==> config.mk <==
export PLATFORM = sky130hd
export DESIGN_NAME = lsvm_queue
export DESIGN_NICKNAME = d
export VERILOG_FILES = /design/src/design/lsvm_pkg.sv /design/src/design/lsvm_queue.sv
export SDC_FILE = /design/constraint.sdc
export NUM_CORES = 1
export LEC_CHECK = 0
export ABC_CLOCK_PERIOD_IN_PS = 3540
export BUFFER_PORTS_ARGS = -buffer_cell sky130_fd_sc_hd__buf_2
export CELL_PAD_IN_SITES_DETAIL_PLACEMENT = 1
export CELL_PAD_IN_SITES_GLOBAL_PLACEMENT = 2
export CORE_ASPECT_RATIO = 1.1
export CORE_UTILIZATION = 40
export CTS_BUF_LIST = sky130_fd_sc_hd__clkbuf_2
export DETAILED_ROUTE_END_ITERATION = 6
export PLACE_DENSITY = 0.86
export RECOVER_POWER = 50
export SLEW_MARGIN = 20
export SYNTH_ARGS = -nofsm -noshare
export SYNTH_HDL_FRONTEND = slang
export SYNTH_SLANG_ARGS = --single-unit
export TNS_END_PERCENT = 50
==> constraint.sdc <==
create_clock -name clock -period 3.54 [get_ports clock]
set_input_delay 0.354 -clock clock [delete_from_list [all_inputs] [get_ports clock]]
set_output_delay 0.354 -clock clock [all_outputs]
set_load 0.02 [all_outputs]
==> src/design/lsvm_pkg.sv <==
// shared types, codes and helpers for the looped sample voice mixer
package lsvm_pkg;

   // command codes
   localparam logic [1:0] CMD_WRITE = 2'd0;
   localparam logic [1:0] CMD_START = 2'd1;
   localparam logic [1:0] CMD_MIX   = 2'd2;

   // register indexes
   localparam logic [1:0] REG_CLIP_LENGTH  = 2'd0;
   localparam logic [1:0] REG_LOOP_START   = 2'd1;
   localparam logic [1:0] REG_LOOP_END     = 2'd2;
   localparam logic [1:0] REG_LOOP_ENABLED = 2'd3;

   localparam int CMD_W    = 2;
   localparam int ADDR_W   = 16;
   localparam int SAMPLE_W = 16;
   localparam int FRAME_W  = 2 * SAMPLE_W;
   localparam int REG_W    = 17;
   localparam int IDX_W    = 2;
   localparam int LPTR_W   = 16;

   localparam int QUEUE_DEPTH = 4;

   // cycles the front waits for the derived loop bounds after a change
   localparam logic [1:0] SETTLE_CYCLES = 2'd2;

   localparam logic signed [SAMPLE_W-1:0] SAMPLE_MAX = 16'sh7FFF;
   localparam logic signed [SAMPLE_W-1:0] SAMPLE_MIN = 16'sh8000;

   typedef struct packed {
      logic is_write;
      logic active;
   } q_ctrl_type;

   localparam int CTRL_W = $bits(q_ctrl_type);

   function automatic logic signed [SAMPLE_W-1:0] sat_add16(
      input logic signed [SAMPLE_W-1:0] a,
      input logic signed [SAMPLE_W-1:0] b);
      logic signed [SAMPLE_W:0] sum;
      sum = {a[SAMPLE_W-1], a} + {b[SAMPLE_W-1], b};
      // the two top bits differ only when the sum left the 16-bit range
      if (sum[SAMPLE_W] != sum[SAMPLE_W-1]) begin
         return sum[SAMPLE_W] ? SAMPLE_MIN : SAMPLE_MAX;
      end else begin
         return sum[SAMPLE_W-1:0];
      end
   endfunction

endpackage

==> src/design/lsvm_queue.sv <==
// short fifo between front and back
module lsvm_queue import lsvm_pkg::*; #(
   parameter int QW = 8
) (
   input  logic          clock,
   input  logic          reset,
   input  logic          push,
   input  logic [QW-1:0] push_data,
   output logic          full,
   input  logic          pop,
   output logic          not_empty,
   output logic [QW-1:0] head_data
);

   localparam int PW = $clog2(QUEUE_DEPTH);
   localparam int CW = $clog2(QUEUE_DEPTH + 1);

   logic [QW-1:0] entry_ff [QUEUE_DEPTH];
   logic [PW-1:0] wr_ptr_ff, rd_ptr_ff;
   logic [CW-1:0] count_ff;

   assign full      = (count_ff == CW'(QUEUE_DEPTH));
   assign not_empty = (count_ff != '0);
   assign head_data = entry_ff[rd_ptr_ff];

   always_ff @(posedge clock) begin
      if (push) begin
         entry_ff[wr_ptr_ff] <= push_data;
      end
      if (reset) begin
         wr_ptr_ff <= '0;
         rd_ptr_ff <= '0;
         count_ff  <= '0;
      end else begin
         if (push) begin
            wr_ptr_ff <= (wr_ptr_ff == PW'(QUEUE_DEPTH - 1)) ? '0 : wr_ptr_ff + PW'(1);
         end
         if (pop) begin
            rd_ptr_ff <= (rd_ptr_ff == PW'(QUEUE_DEPTH - 1)) ? '0 : rd_ptr_ff + PW'(1);
         end
         if (push && !pop) begin
            count_ff <= count_ff + CW'(1);
         end else if (pop && !push) begin
            count_ff <= count_ff - CW'(1);
         end
      end
   end

endmodule

# --- After elaboration in Yosys (flattened, before gate mapping) ---
# Memories as Yosys holds them, arrays and structs flattened. A register that Yosys moved wholly into a read port is not among the register bits.
# Cells that the tools add are included.
word_totals:
  register_bits: 7
  ramBits: 32
  inputBits: 12
  output_inout_bits: 10
  elab_cells: 25
  mem_count: 1
memory_table:
  columns: ["name", "words", "word_bits", "read_ports", "rd_clocked_by_memory_dff", "wr", "line_no", "text"]
  rows:
  - ["entry_ff", 4, 8, 1, 1, 1, "lsvm_queue.sv:18", "logic [QW-1:0] entry_ff [QUEUE_DEPTH];"]
classes:
  n_addsub: 4
  eq_ne: 3
  n_mux: 8
  reduce_logical: 6
ops:
  columns: ["cell", "count"]
  rows:
  - ["2-bit 2-to-1 mux", 4]
  - ["3-bit 2-to-1 mux", 2]
  - ["2-bit by 1-bit adder with 2-bit output, second input constant", 2]
  - ["2-bit == test, second input constant", 2]
  - ["3-bit by 1-bit adder with 3-bit output, second input constant", 1]
  - ["3-bit == test, second input constant", 1]
  - ["3-bit nonzero test", 1]
  - ["3-bit by 1-bit subtractor with 3-bit output, second input constant", 1]
  - ["1-bit logical AND", 2]
  - ["1-bit logical NOT", 2]
  - ["1-bit 2-to-1 mux", 2]
  - ["2-bit nonzero test", 1]

# --- Logic depth before layout (Yosys ltp) ---
logic_depth:
  depth_word: 4
  ltp_mapped: 7
  ltp_nobuf: 7

# --- Worst setup path after synthesis ---
# OpenSTA, ideal clock, no wires.
synth_timing:
  kind: "input to register"
  from: "input port pop"
  to: "register count_ff[2]"
  setup_ns: 0.070
  arrival_time_ns: 1.546
  required_ns: 3.470
  slack_ns: 1.924
  path_stages: 7
  n_path_buf: 0
  cell_sequence: "inv_1 ha_1 inv_1 fa_1 xor2_1 or3_1 a21oi_1"
synth_via:
  elab_chain_cells: 3
  elab_cells_between_ends: 5
  cone_classes: "mux: 1; reduce/logical: 4"
synth_lines:
  columns: ["element", "line_no", "text"]
  rows:
  - ["start, declared", "lsvm_queue.sv:10", "input logic pop,"]
  - ["1-bit logical NOT", "lsvm_queue.sv:41", "if (push && !pop) begin"]
  - ["1-bit logical AND", "lsvm_queue.sv:41", null]
  - ["3-bit 2-to-1 mux / 2-bit nonzero test (equally long branches)", null, null]
  - ["end signal, assigned", "lsvm_queue.sv:42", "count_ff <= count_ff + CW'(1);"]
  - ["end signal, assigned", "lsvm_queue.sv:44", "count_ff <= count_ff - CW'(1);"]
  - ["end, declared", "lsvm_queue.sv:20", "logic [CW-1:0] count_ff;"]
# Parallel ways exist; a longest one is shown, timed or not.
# A chain may end at the register's enable or synchronous reset.

==> results.sh <==
export IMPL_gp_congestion=0.679
export IMPL_synth_top_family_by_area="multiplexers"
export IMPL_cts_buffers=5
export IMPL_hold_start="push_data[1]"
export IMPL_wl_met2_um=1370
export IMPL_synth_compound_area_share_pct=0.939
export IMPL_final_cell_mix="edfxtp_1 (32), buf_2 (12), dfxtp_1 (9), clkbuf_1 (9), mux4_2 (8)"
export IMPL_ys_types=16
export IMPL_postSynthAreaPerCell_um2=18.6
export IMPL_clkTransAtPathRegs_ns=0.21
export IMPL_maxCapViolCount=0
export IMPL_yosysSeqAreaShare_pct=71.4
export IMPL_cts_htree_levels=2
export IMPL_ioPinCount=22
export IMPL_drt_wirelength_per_cell_um=16.2
export IMPL_route_detailed_drc=0
export IMPL_required_ns=3.19
export IMPL_cts_tree="done"
export IMPL_cp_max_fo=8
export IMPL_criticalPathCategory="reg2out"
export IMPL_cpMaxStageDelayCell="dfxtp_1"
export IMPL_post_cts_setup_buffer_count=0
export IMPL_die_x_um=62.3
export IMPL_portBuffers=21
export IMPL_highest_layer="met4"
export IMPL_peakVddDrop_uv=295
export IMPL_wl_met3_um=160
export IMPL_synth_simple_area_share_pct=4.93
export IMPL_drtPass1Iterations=3
export IMPL_worstMarginPinSlew_ns=0.606
export IMPL_path_cells="mux4_2 > buf_2"
export IMPL_synth_xor_area_share_pct=1.10
export IMPL_ys_ff_latch=41
export IMPL_rsz0062_at_grt="no"
export IMPL_finalCritPeriodShare_pct=61.9
export IMPL_wl_met1_um=1070
export IMPL_grt_util_all_layers_pct=14.6
export IMPL_grt_overflow=0
export IMPL_cts_root_buf="clkbuf_2"
export IMPL_grt_pass1_vias=873
export IMPL_cp_arrival_ns=1.84
export IMPL_postCtsHoldBufs=0
export IMPL_start_util_pct=42.7
export IMPL_synthMuxAreaShare_pct=13.8
export IMPL_final_cell_count_no_fill=163
export IMPL_final_net_count=131
export IMPL_synthCells=86
export IMPL_clkSinkCount=41
export IMPL_synth_area_um2=1600
export IMPL_hold_violations=0
export IMPL_drtAntennaViolNets=0
export IMPL_num_antenna_cells=0
export IMPL_endpoint_kind="primary output"
export IMPL_setup_viol=0
export IMPL_skew_ns=0.0173
export IMPL_fin_tns_setup_ns=0
export IMPL_path_buf_inv=1
export IMPL_design_die_area_um2=4250
export IMPL_coreArea_um2=3740
export IMPL_layout_commonest_cell="edfxtp_1"
export IMPL_die_h_um=68.3
export IMPL_drt_iter0_markers=8
export IMPL_status="complete, no violations"
export IMPL_finalCriticalPeriod_ns=2.19
export IMPL_placed_cells=155
export IMPL_start_kind="flip-flop"
export IMPL_drive_gt1_share_pct=23.9
export IMPL_dp_final_hpwl_um=1890
export IMPL_finalMaxSlewViolations=0
export IMPL_clk_path_buf_depth=2
export IMPL_hold_class="in2reg"
export IMPL_critical_path_max_stage_delay_ns=0.70
export IMPL_yosys_warnings=0
export IMPL_r2r_start="count_ff[0]"
export IMPL_syn_nets=105
export IMPL_rows=23
export IMPL_fmax_mhz=456
export IMPL_vias=804
export IMPL_relSlewSlack_pct=59.6
export IMPL_p_leak_nw=0.647
export IMPL_powerDensity_nw_per_um2=529
export IMPL_syn_to_final_growth_pct=12.9
export IMPL_grt_first_pass_wirelength_um=4400
export IMPL_antenna_found_initial=0
export IMPL_wl_um=2650
export IMPL_viasPerCell=4.93
export IMPL_grt_max_degree=14
export IMPL_cp_top_family="flip-flops"
export IMPL_synth_fa_ha_area_share_pct=5.95
export IMPL_cts_resized=0
export IMPL_clk_latency_ns=0.40
cell type report:
type / instances / area (um2)
Inverter: 4 / 15.0
Fill cell: 385 / 1940
Tap cell: 50 / 62.6
Clock inverter: 3 / 41.3
Multi-Input combinational cell: 39 / 427
Timing Repair Buffer: 21 / 93.8
Sequential cell: 41 / 1140
Clock buffer: 5 / 25.0
report_power, final:
part / total (mW) / internal, mW / switching (mW)
clock network: 0.269 / 0.117 / 0.152
registers: 0.568 / 0.547 / 0.0206
logic: 0.119 / 0.0526 / 0.0660
per-layer routing:
metal | vias to the layer above | GRT usage [%]
met2 | 24 | 25.8
met3 | 7 | 5.50
li1 | 374 | -
met4 | 0 | 7.85
met1 | 399 | 15.5
met5 | - | 0
worst paths after layout:
check | endpoint | slack [ns] | cells past startpoint
worst max-delay path | head_data[5] | 1.35 | 2
worst min-delay path | entry_ff[2][1] | 0.21 | 1
worst max register to register | count_ff[2] | 2.04 | 4
worst min register to register | count_ff[2] | 0.54 | 2
cells by family (layout without fill, tap and decap cells):
group	count (synthesis)	in the layout
mux	12	12
simple gates	15	15
fa+ha+maj	7	7
xor+xnor	2	2
flops	41	41
buf+inv	6	33
compound gates	3	3
synth_stat cells:
cell / instances / area share (%)
mux2i_1: 4 / 2.5
a21oi_1: 2 / 0.63
or3_1: 2 / 0.78
o21ai_0: 1 / 0.31
and2_1: 4 / 1.6
ha_1: 6 / 4.7
nor2_1: 7 / 1.6
dfxtp_1: 9 / 11
buf_6: 1 / 0.70
mux4_2: 8 / 11
nor3b_1: 2 / 0.94
xor2_1: 2 / 1.1
fa_1: 1 / 1.3
inv_1: 4 / 0.94
clkbuf_2: 1 / 0.31
edfxtp_1: 32 / 60
stage by stage:
step	setup WS (ns)	total power, mW	util, %	hold WS [ns]	area (um2)
2_1_floorplan	1.92	0.658	-	0.423	1600
5_1_grt	1.19	0.996	48.3	0.180	1810
3_5_place_dp	1.66	0.702	46.8	0.523	1750
3_3_place_gp	1.74	0.693	46.8	0.475	1750
6_report	1.35	0.956	48.3	0.208	1810
4_1_cts	1.29	0.964	48.6	0.146	1820
worst reg2reg max path, stage by stage, from the launching register on:
cell     delay, ns
dfxtp_1       0.40
fa_1          0.45
xor2_1        0.16
or3_1         0.30
a21oi_1       0.14
flip-flops by register name (all words and copies together) (netlist names), named ones only:
signal and count:
wr_ptr_ff 2, rd_ptr_ff 2, count_ff 3, entry_ff 32
No activity file was read; power rests on OpenSTA's default activity.
